## src/tccw_pkg.sv

```systemverilog
// ============================================================================
// Console writer package
// Command codes, queue entry type and glyph constants for the console writer.
// ============================================================================
package tccw_pkg;

    localparam int IDX_W = 11;

    localparam logic [1:0] CMD_PUT    = 2'd0;
    localparam logic [1:0] CMD_PUT_AT = 2'd1;
    localparam logic [1:0] CMD_DEC    = 2'd2;
    localparam logic [1:0] CMD_HEX    = 2'd3;

    localparam logic [7:0] NEWLINE_CODE     = 8'h0A;
    localparam logic [7:0] GLYPH_ZERO       = 8'h30;
    localparam logic [7:0] GLYPH_X          = 8'h78;
    localparam logic [7:0] TEXT_COLOR_RESET = 8'h0F;

    localparam logic [3:0] HEX_LEN = 4'd10;

    // Reciprocal of ten: q = (x * RECIP10) >> RECIP_SHIFT is exact for 32-bit x.
    localparam logic [31:0] RECIP10     = 32'hCCCC_CCCD;
    localparam int          RECIP_SHIFT = 35;

    localparam int QUEUE_DEPTH = 2;

    localparam logic [7:0] HEX_GLYPHS [16] = '{
        8'h30, 8'h31, 8'h32, 8'h33, 8'h34, 8'h35, 8'h36, 8'h37,
        8'h38, 8'h39, 8'h41, 8'h42, 8'h43, 8'h44, 8'h45, 8'h46
    };

    typedef enum logic [2:0] {
        KIND_PUT,
        KIND_NEWLINE,
        KIND_PUT_AT,
        KIND_DEC,
        KIND_HEX
    } kind_t;

    typedef struct packed {
        kind_t            kind;
        logic [7:0]       glyph;
        logic [7:0]       color;
        logic [IDX_W-1:0] index;
        logic [31:0]      number;
    } entry_t;

endpackage

```

## src/tccw_front.sv

```systemverilog
// ============================================================================
// Console writer front end
// Accepts commands, classifies them and drops off-screen positioned writes.
// ============================================================================
module tccw_front #(
    parameter int SCREEN_WIDTH  = 80,
    parameter int SCREEN_HEIGHT = 25
) (
    input  logic             s_tvalid,
    output logic             s_tready,
    input  logic [63:0]      s_tdata,
    input  logic [1:0]       s_tuser,
    input  logic             q_full,
    output logic             q_push,
    output tccw_pkg::entry_t q_entry
);
    import tccw_pkg::*;

    localparam logic [8:0]       WIDTH_C  = 9'(SCREEN_WIDTH);
    localparam logic [8:0]       HEIGHT_C = 9'(SCREEN_HEIGHT);
    localparam logic [IDX_W-1:0] WIDTH_I  = IDX_W'(SCREEN_WIDTH);

    logic [7:0] char_code;
    logic [7:0] cell_color;
    logic [7:0] pos_x;
    logic [7:0] pos_y;
    logic       on_screen;
    logic       keep;

    assign char_code  = s_tdata[7:0];
    assign cell_color = s_tdata[15:8];
    assign pos_x      = s_tdata[23:16];
    assign pos_y      = s_tdata[31:24];
    assign on_screen  = ({1'b0, pos_x} < WIDTH_C) && ({1'b0, pos_y} < HEIGHT_C);

    assign s_tready = !q_full;

    always_comb begin
        q_entry.glyph  = char_code;
        q_entry.color  = cell_color;
        q_entry.index  = IDX_W'(IDX_W'(pos_y) * WIDTH_I + IDX_W'(pos_x));
        q_entry.number = s_tdata[63:32];
        keep           = 1'b1;
        unique case (s_tuser)
            CMD_PUT: begin
                q_entry.kind = (char_code == NEWLINE_CODE) ? KIND_NEWLINE : KIND_PUT;
            end
            CMD_PUT_AT: begin
                q_entry.kind = KIND_PUT_AT;
                keep         = on_screen;
            end
            CMD_DEC: begin
                q_entry.kind = KIND_DEC;
            end
            default: begin
                q_entry.kind = KIND_HEX;
            end
        endcase
    end

    // Drop off-screen positioned writes after the transfer.
    assign q_push = s_tvalid && s_tready && keep;

endmodule

```

## src/tccw_queue.sv

```systemverilog
// ============================================================================
// Console writer command queue
// Short FIFO of classified commands between the front and back ends.
// ============================================================================
module tccw_queue (
    input  logic             aclk,
    input  logic             aresetn,
    input  logic             push,
    input  tccw_pkg::entry_t push_entry,
    input  logic             pop,
    output tccw_pkg::entry_t head,
    output logic             empty,
    output logic             full
);
    import tccw_pkg::*;

    localparam int PTR_W = (QUEUE_DEPTH > 1) ? $clog2(QUEUE_DEPTH) : 1;
    localparam int CNT_W = $clog2(QUEUE_DEPTH + 1);
    localparam logic [PTR_W-1:0] LAST_PTR = PTR_W'(QUEUE_DEPTH - 1);
    localparam logic [CNT_W-1:0] DEPTH_C  = CNT_W'(QUEUE_DEPTH);

    entry_t           slot_reg [QUEUE_DEPTH];
    logic [PTR_W-1:0] wr_ptr_reg;
    logic [PTR_W-1:0] rd_ptr_reg;
    logic [CNT_W-1:0] count_reg;
    logic             do_push;
    logic             do_pop;

    assign empty   = (count_reg == '0);
    assign full    = (count_reg == DEPTH_C);
    assign do_push = push && !full;
    assign do_pop  = pop && !empty;
    assign head    = slot_reg[rd_ptr_reg];

    always_ff @(posedge aclk) begin
        if (do_push) begin
            slot_reg[wr_ptr_reg] <= push_entry;
        end
    end

    always_ff @(posedge aclk) begin
        if (!aresetn) begin
            wr_ptr_reg <= '0;
            rd_ptr_reg <= '0;
            count_reg  <= '0;
        end else begin
            if (do_push) begin
                wr_ptr_reg <= (wr_ptr_reg == LAST_PTR) ? '0 : wr_ptr_reg + 1'b1;
            end
            if (do_pop) begin
                rd_ptr_reg <= (rd_ptr_reg == LAST_PTR) ? '0 : rd_ptr_reg + 1'b1;
            end
            if (do_push && !do_pop) begin
                count_reg <= count_reg + 1'b1;
            end else if (do_pop && !do_push) begin
                count_reg <= count_reg - 1'b1;
            end
        end
    end

endmodule

```

## src/tccw_back.sv

```systemverilog
// ============================================================================
// Console writer back end
// Runs queued commands: cursor tracking, decimal and hex conversion and cell output.
// ============================================================================
module tccw_back #(
    parameter int SCREEN_WIDTH  = 80,
    parameter int SCREEN_HEIGHT = 25
) (
    input  logic             aclk,
    input  logic             aresetn,
    input  logic [7:0]       text_color,
    input  tccw_pkg::entry_t q_head,
    input  logic             q_empty,
    output logic             q_pop,
    output logic             m_tvalid,
    input  logic             m_tready,
    output logic [31:0]      m_tdata,
    output logic             m_tlast
);
    import tccw_pkg::*;

    localparam int COL_W = (SCREEN_WIDTH > 1) ? $clog2(SCREEN_WIDTH) : 1;
    localparam int ROW_W = (SCREEN_HEIGHT > 1) ? $clog2(SCREEN_HEIGHT) : 1;
    localparam logic [COL_W:0]     WIDTH_C  = (COL_W + 1)'(SCREEN_WIDTH);
    localparam logic [ROW_W:0]     HEIGHT_C = (ROW_W + 1)'(SCREEN_HEIGHT);
    localparam logic [IDX_W-1:0]   WIDTH_I  = IDX_W'(SCREEN_WIDTH);
    localparam int                 Q_W      = 64 - RECIP_SHIFT;

    typedef enum logic [1:0] {
        ST_IDLE,
        ST_MUL,
        ST_SUB,
        ST_EMIT
    } state_t;

    state_t           state_reg,  state_next;
    kind_t            kind_reg,   kind_next;
    logic [7:0]       glyph_reg,  glyph_next;
    logic [7:0]       color_reg,  color_next;
    logic [IDX_W-1:0] index_reg,  index_next;
    logic [31:0]      num_reg,    num_next;
    logic [Q_W-1:0]   quot_reg,   quot_next;
    logic [3:0]       cnt_reg,    cnt_next;
    logic [ROW_W-1:0] row_reg,    row_next;
    logic [COL_W-1:0] col_reg,    col_next;
    logic             m_valid_reg, m_valid_next;
    logic [26:0]      m_data_reg,  m_data_next;
    logic             m_last_reg,  m_last_next;

    logic [3:0]       digit_store_reg [10];
    logic             digit_we;
    logic [3:0]       digit_val;

    logic [63:0]      product;
    logic [31:0]      quot_times_ten;
    logic [IDX_W-1:0] cursor_index;
    logic [ROW_W-1:0] row_wrap;
    logic [COL_W-1:0] col_step;
    logic [ROW_W-1:0] row_step;
    logic [7:0]       emit_glyph;
    logic             out_free;

    assign product        = num_reg * RECIP10;
    assign quot_times_ten = 32'({quot_reg, 3'b000}) + 32'({quot_reg, 1'b0});
    assign digit_val      = 4'(num_reg - quot_times_ten);
    assign cursor_index   = IDX_W'(IDX_W'(row_reg) * WIDTH_I + IDX_W'(col_reg));
    assign out_free       = !m_valid_reg || m_tready;

    // Next row with wrap to the top; no scrolling.
    assign row_wrap = ({1'b0, row_reg} + 1'b1 >= HEIGHT_C) ? '0 : row_reg + 1'b1;

    // Cursor after one glyph.
    always_comb begin
        if ({1'b0, col_reg} + 1'b1 >= WIDTH_C) begin
            col_step = '0;
            row_step = row_wrap;
        end else begin
            col_step = col_reg + 1'b1;
            row_step = row_reg;
        end
    end

    always_comb begin
        unique case (kind_reg)
            KIND_DEC: emit_glyph = GLYPH_ZERO + 8'(digit_store_reg[cnt_reg - 4'd1]);
            KIND_HEX: begin
                if (cnt_reg == HEX_LEN) begin
                    emit_glyph = GLYPH_ZERO;
                end else if (cnt_reg == HEX_LEN - 4'd1) begin
                    emit_glyph = GLYPH_X;
                end else begin
                    emit_glyph = HEX_GLYPHS[num_reg[31:28]];
                end
            end
            default: emit_glyph = glyph_reg;
        endcase
    end

    always_comb begin
        state_next   = state_reg;
        kind_next    = kind_reg;
        glyph_next   = glyph_reg;
        color_next   = color_reg;
        index_next   = index_reg;
        num_next     = num_reg;
        quot_next    = quot_reg;
        cnt_next     = cnt_reg;
        row_next     = row_reg;
        col_next     = col_reg;
        m_valid_next = m_valid_reg && !m_tready;
        m_data_next  = m_data_reg;
        m_last_next  = m_last_reg;
        q_pop        = 1'b0;
        digit_we     = 1'b0;

        unique case (state_reg)
            ST_IDLE: begin
                if (!q_empty) begin
                    q_pop      = 1'b1;
                    kind_next  = q_head.kind;
                    glyph_next = q_head.glyph;
                    color_next = q_head.color;
                    index_next = q_head.index;
                    num_next   = q_head.number;
                    unique case (q_head.kind)
                        KIND_NEWLINE: begin
                            col_next = '0;
                            row_next = row_wrap;
                        end
                        KIND_DEC: begin
                            cnt_next   = 4'd0;
                            state_next = ST_MUL;
                        end
                        KIND_HEX: begin
                            cnt_next   = HEX_LEN;
                            state_next = ST_EMIT;
                        end
                        default: begin
                            cnt_next   = 4'd1;
                            state_next = ST_EMIT;
                        end
                    endcase
                end
            end
            ST_MUL: begin
                quot_next  = product[63:RECIP_SHIFT];
                state_next = ST_SUB;
            end
            ST_SUB: begin
                // Store the low digit, keep the quotient for the next pass.
                digit_we   = 1'b1;
                cnt_next   = cnt_reg + 4'd1;
                num_next   = 32'(quot_reg);
                state_next = (quot_reg == '0) ? ST_EMIT : ST_MUL;
            end
            ST_EMIT: begin
                if (out_free) begin
                    m_valid_next = 1'b1;
                    m_last_next  = (cnt_reg == 4'd1);
                    if (kind_reg == KIND_PUT_AT) begin
                        m_data_next = {color_reg, glyph_reg, index_reg};
                    end else begin
                        m_data_next = {text_color, emit_glyph, cursor_index};
                        col_next    = col_step;
                        row_next    = row_step;
                    end
                    if (kind_reg == KIND_HEX && cnt_reg <= HEX_LEN - 4'd2) begin
                        num_next = {num_reg[27:0], 4'h0};
                    end
                    cnt_next = cnt_reg - 4'd1;
                    if (cnt_reg == 4'd1) begin
                        state_next = ST_IDLE;
                    end
                end
            end
            default: state_next = ST_IDLE;
        endcase
    end

    always_ff @(posedge aclk) begin
        if (digit_we) begin
            digit_store_reg[cnt_reg] <= digit_val;
        end
    end

    always_ff @(posedge aclk) begin
        if (!aresetn) begin
            state_reg   <= ST_IDLE;
            row_reg     <= '0;
            col_reg     <= '0;
            m_valid_reg <= 1'b0;
        end else begin
            state_reg   <= state_next;
            row_reg     <= row_next;
            col_reg     <= col_next;
            m_valid_reg <= m_valid_next;
        end
        kind_reg   <= kind_next;
        glyph_reg  <= glyph_next;
        color_reg  <= color_next;
        index_reg  <= index_next;
        num_reg    <= num_next;
        quot_reg   <= quot_next;
        cnt_reg    <= cnt_next;
        m_data_reg <= m_data_next;
        m_last_reg <= m_last_next;
    end

    assign m_tvalid = m_valid_reg;
    assign m_tdata  = {5'b0, m_data_reg};
    assign m_tlast  = m_last_reg;

endmodule

```

## src/text_console_cell_writer_unit.sv

```systemverilog
// ============================================================================
// Text console cell writer
// Turns console commands into screen cell writes at a tracked cursor.
// ============================================================================
// Usage:
//   s_* carries one command per transfer: s_tuser is the command code
//   (put char, put char at position, write decimal, write hex), s_tdata holds
//   the character, colour, position and 32-bit number. m_* carries one cell
//   write per transfer; m_tlast marks the final write of a command.
//   cfg_wr_en/cfg_wr_data set the attribute used for cursor-based writes;
//   write it only while the block is idle.
// Command flow:
//   A command waits in a two-entry queue, then is dispatched once the previous
//   command has issued its last write. Put char: one write. Write hex: ten writes.
//   Write decimal: one write per digit for D digits (up to 10), produced by the
//   divide-by-ten loop, one reciprocal multiply and one subtract per digit.
//   Newline writes no cell; off-screen positioned writes are dropped at entry.
// Reset:
//   Cursor goes to row 0, column 0, attribute to 0x0F, queue and output empty.
// Stall:
//   A stalled m_tready holds the output; the queue still takes commands
//   until it fills, then s_tready drops.
// ============================================================================
module text_console_cell_writer_unit #(
    parameter int SCREEN_WIDTH  = 80,
    parameter int SCREEN_HEIGHT = 25
) (
    input  logic        aclk,
    input  logic        aresetn,
    // Configuration: text_color
    input  logic        cfg_wr_en,
    input  logic [7:0]  cfg_wr_data,
    // Command stream
    input  logic        s_tvalid,
    output logic        s_tready,
    // tdata: char_code[7:0], cell_color[15:8], pos_x[23:16], pos_y[31:24],
    //        number[63:32]
    input  logic [63:0] s_tdata,
    // tuser: cmd[1:0]
    input  logic [1:0]  s_tuser,
    // Cell write stream
    output logic        m_tvalid,
    input  logic        m_tready,
    // tdata: cell_index[10:0], glyph[18:11], attribute[26:19], zero[31:27]
    output logic [31:0] m_tdata,
    output logic        m_tlast
);
    import tccw_pkg::*;

    logic [7:0] text_color_reg;
    entry_t     push_entry;
    entry_t     head_entry;
    logic       q_push;
    logic       q_pop;
    logic       q_empty;
    logic       q_full;

    // Hold the attribute for cursor-based writes.
    always_ff @(posedge aclk) begin
        if (!aresetn) begin
            text_color_reg <= TEXT_COLOR_RESET;
        end else if (cfg_wr_en) begin
            text_color_reg <= cfg_wr_data;
        end
    end

    // Accept and classify commands.
    tccw_front #(
        .SCREEN_WIDTH (SCREEN_WIDTH),
        .SCREEN_HEIGHT(SCREEN_HEIGHT)
    ) u_front (
        .s_tvalid(s_tvalid),
        .s_tready(s_tready),
        .s_tdata (s_tdata),
        .s_tuser (s_tuser),
        .q_full  (q_full),
        .q_push  (q_push),
        .q_entry (push_entry)
    );

    // Decouple intake from execution.
    tccw_queue u_queue (
        .aclk      (aclk),
        .aresetn   (aresetn),
        .push      (q_push),
        .push_entry(push_entry),
        .pop       (q_pop),
        .head      (head_entry),
        .empty     (q_empty),
        .full      (q_full)
    );

    // Execute commands and drive the cell write stream.
    tccw_back #(
        .SCREEN_WIDTH (SCREEN_WIDTH),
        .SCREEN_HEIGHT(SCREEN_HEIGHT)
    ) u_back (
        .aclk      (aclk),
        .aresetn   (aresetn),
        .text_color(text_color_reg),
        .q_head    (head_entry),
        .q_empty   (q_empty),
        .q_pop     (q_pop),
        .m_tvalid  (m_tvalid),
        .m_tready  (m_tready),
        .m_tdata   (m_tdata),
        .m_tlast   (m_tlast)
    );

endmodule

```

## config.mk

```make
export PLATFORM = sky130hd
export DESIGN_NAME = text_console_cell_writer_unit
export DESIGN_NICKNAME = d
export VERILOG_FILES = /design/src/tccw_pkg.sv /design/src/tccw_front.sv /design/src/tccw_queue.sv /design/src/tccw_back.sv /design/src/text_console_cell_writer_unit.sv
export SDC_FILE = /design/constraint.sdc
export NUM_CORES = 2
export LEC_CHECK = 0
export ABC_AREA = 1
export ABC_CLOCK_PERIOD_IN_PS = 7900
export BUFFER_PORTS_ARGS = -buffer_cell sky130_fd_sc_hd__buf_2
export CAP_MARGIN = 5
export CORE_MARGIN = 3
export CORE_UTILIZATION = 45
export CTS_CLUSTER_DIAMETER = 50
export DETAILED_ROUTE_END_ITERATION = 10
export GPL_ROUTABILITY_DRIVEN = 0
export HOLD_SLACK_MARGIN = 0.05
export PLACE_DENSITY_LB_ADDON = 0.2
export SYNTH_ARGS = -nofsm -noshare
export SYNTH_HDL_FRONTEND = slang
export SYNTH_SLANG_ARGS = --single-unit
```

## constraint.sdc

```tcl
create_clock -name aclk -period 7.9 [get_ports aclk]
set_input_delay 0.79 -clock aclk [delete_from_list [all_inputs] [get_ports aclk]]
set_output_delay 0.79 -clock aclk [all_outputs]
set_load 0.05 [all_outputs]
```

==> results.sh <==
export IMPL_status="complete, no violations"
export IMPL_hold_violations=0
export IMPL_min_period_over_period_pct=90.7
export IMPL_hold_class="in2reg"
export IMPL_antenna_found_initial=2
export IMPL_h_tree_depth=2
export IMPL_yosys_warnings=0
export IMPL_clock_fmax_mhz=140
export IMPL_seq_area_sq_mm=0.00918
export IMPL_numCtsBuffers=40
export IMPL_cts_hold_buffers=0
export IMPL_area_growth_pct=9.76
export IMPL_syn_area_sq_mm=0.0324
export IMPL_multi_input_comb_area_sq_mm=0.0197
export IMPL_postSynthCellCount=3519
export IMPL_avgSynthCellArea_sq_um=9.19
export IMPL_cts_sinks=315
export IMPL_drive_above_1_share_pct=7.08
export IMPL_route_detailed_drc=0
export IMPL_start_kind="register"
export IMPL_synth_top_cell_by_area="edfxtp_1"
export IMPL_cts_setup_buffers=0
export IMPL_fp_dieH_microns=274
export IMPL_slew_violations=0
export IMPL_die_w_microns=274
export IMPL_ctsResizeCount=0
export IMPL_post_route_min_period_ns=7.16
export IMPL_synthArstFlopShare_pct=0
export IMPL_synth_seq_cells=315
export IMPL_synth_edff_count=287
export IMPL_rows=97
export IMPL_core_area_sq_mm=0.0706
export IMPL_diodes=0
export IMPL_dr_total_vias=23900
export IMPL_routed_wl_mm=100
export IMPL_yosys_area_top_type_share_pct=26.6
export IMPL_end_kind="register"
export IMPL_synth_simple_gate_area_share_pct=14.3
export IMPL_largest_reg_flops=124
export IMPL_pre_cts_slack_ns=0.846
export IMPL_required_ns=8.22
export IMPL_initial_core_util_pct=45.8
export IMPL_place_area_sq_mm=0.0341
export IMPL_worst_setup_path_type="reg2reg"
export IMPL_wire_per_inst_microns=21.7
export IMPL_port_buffer_count=108
export IMPL_slew_headroom_pct=31.7
export IMPL_muxShareOfSynthArea_pct=0
export IMPL_cp_max_fo=9
export IMPL_fin_skew_ns=0.0295
export IMPL_fin_nets=4512
export IMPL_grt_total_usage_pct=27.5
export IMPL_worst_hold_slack_ns=0.393
export IMPL_synth_distinct_cells=49
export IMPL_tightest_slew_ns=1.02
export IMPL_cts_buffer_depth=3
export IMPL_arrival_ns=7.48
export IMPL_grt_pass1_wl_mm=152
export IMPL_synthAdderAreaFrac_pct=39.1
export IMPL_cts_tree="built"
export IMPL_rsz0062_at_grt="no"
export IMPL_grt_pass1_vias=24500
export IMPL_finalSetupTns_ns=0
export IMPL_drv_cap=0
export IMPL_clock_latency_ns=0.58
export IMPL_yosys_top_cells_area="edfxtp_1, fa_1, ha_1"
export IMPL_ys_seq_area_share_pct=28.4
export IMPL_grt_max_degree=65
export IMPL_vias_per_cell=5.16
export IMPL_synth_xor_area_share_pct=2.22
export IMPL_finalSetupViolations=0
export IMPL_first_iter_violations=2150
export IMPL_clk_pin_slew_ns=0.06
export IMPL_dr_pass1_iters=5
export IMPL_ioPinCount=114
export IMPL_grt_overflow=0
export IMPL_synth_compound_area_share_pct=5.10
export IMPL_hpwl_mm=85.2
export IMPL_ant_nets=0
export IMPL_synth_top_family_by_area="adder cells"
export IMPL_design_area_sq_mm=0.0355
export IMPL_fillCellCount=6667
export IMPL_ys_flop_type="edfxtp_1"
export IMPL_dieArea_sq_mm=0.0752
export IMPL_cts_root_buf="clkbuf_16"
export IMPL_finalWorstSetupSlack_ns=0.737
logic make-up (layout without fill, tap and decap cells):
group / count (synthesis) / after routing
AOI/OAI and AO/OA: 286 / 286
buffers and inverters: 927 / 1093
xor gates and xnor gates: 82 / 82
other: 1 / 5
and+or+nand+nor: 1132 / 1132
adders and majority gates: 776 / 776
DFF: 315 / 315
final timing paths:
check	startpoint	to	slack (ns)	cells after the start
worst min-delay path	s_tdata[13]	u_queue.slot_reg[0][48]	0.39	1
worst max register to register	u_back.num_reg[3]	u_back.quot_reg[8]	0.74	19
worst min register to register	u_queue.rd_ptr_reg	register	0.46	1
worst max-delay path	u_back.num_reg[3]	u_back.quot_reg[8]	0.74	19
per-layer routing:
layer | up-vias | track usage [%] | part of all wire [%]
li1 | 11200 | - | -
met2 | 843 | 43.8 | 45
met1 | 11700 | 36.4 | 42
met3 | 203 | 4.81 | 7.0
met5 | - | 0 | 0.011
met4 | 2 | 13.3 | 5.8
metrics by stage:
| step | util, % | instances |
|---|---|---|
| finish | 50.3 | 4629 |
| global route | 50.3 | 4629 |
| CTS | 50.3 | 4629 |
| detailed placement | 48.3 | 4555 |
| global placement | 48.3 | 4555 |
| floorplan | - | 3523 |
layout make-up:
| cell class | count | area share, % |
|---|---|---|
| multi-input combinational | 2281 | 55.5 |
| sequential | 315 | 25.8 |
| inverter | 879 | 9.29 |
| tap | 940 | 3.31 |
| clock buffer | 52 | 3.03 |
| timing repair buffer | 140 | 2.20 |
| clock inverter | 22 | 0.846 |
critical path, cell delays in order, from the launching register on:
cell,delay [ns]
edfxtp_1,0.66
ha_1,0.61
xor2_1,0.72
xor2_1,0.19
fa_1,0.57
fa_1,0.46
fa_1,0.57
fa_1,0.45
fa_1,0.50
inv_1,0.05
fa_1,0.49
inv_1,0.05
ha_1,0.30
nand2_1,0.15
nor2_1,0.30
nand2_1,0.24
nor2_1,0.22
nand3_1,0.17
nand4_1,0.13
nand2_1,0.07
placed cells by master (no fill, tap or decap), drive strengths merged, types with 3 or more instances in the layout:
master | Yosys | final
buf | 14 | 140
conb | 1 | 5
a21oi | 105 | 105
nand3 | 110 | 110
fa | 390 | 390
bufinv | 0 | 4
clkinvlp | 0 | 3
o211ai | 13 | 13
o21ai | 110 | 110
clkinv | 1 | 9
a21o | 5 | 5
or2 | 6 | 6
nor3 | 25 | 25
edfxtp | 287 | 287
o21bai | 17 | 17
xor2 | 60 | 60
clkbuf | 34 | 52
nand4 | 18 | 18
nor2 | 213 | 213
xnor2 | 22 | 22
nand2 | 749 | 749
o221ai | 18 | 18
nand3b | 3 | 3
o22ai | 7 | 7
nor4 | 6 | 6
ha | 386 | 386
dfxtp | 28 | 28
a22oi | 4 | 4
inv | 878 | 885
cell usage after synthesis, types with 6 or more instances:
library cell / n
o22ai_1: 7
xor2_1: 60
nand4_1: 18
clkbuf_1: 34
or2_2: 6
nand2_2: 8
fa_1: 390
nor3_1: 20
edfxtp_1: 287
inv_1: 872
nor2_2: 10
xnor2_1: 22
ha_1: 386
inv_2: 6
dfxtp_1: 28
o221ai_1: 18
nand2_1: 739
buf_4: 8
nand3_1: 106
o21ai_0: 104
a21oi_1: 103
nor4_1: 6
nor2_1: 202
o21bai_1: 17
o211ai_1: 13
Power is left out: the tool's default activity adds up to more than one toggle a clock period on the data nets, which glitch-free logic cannot reach.
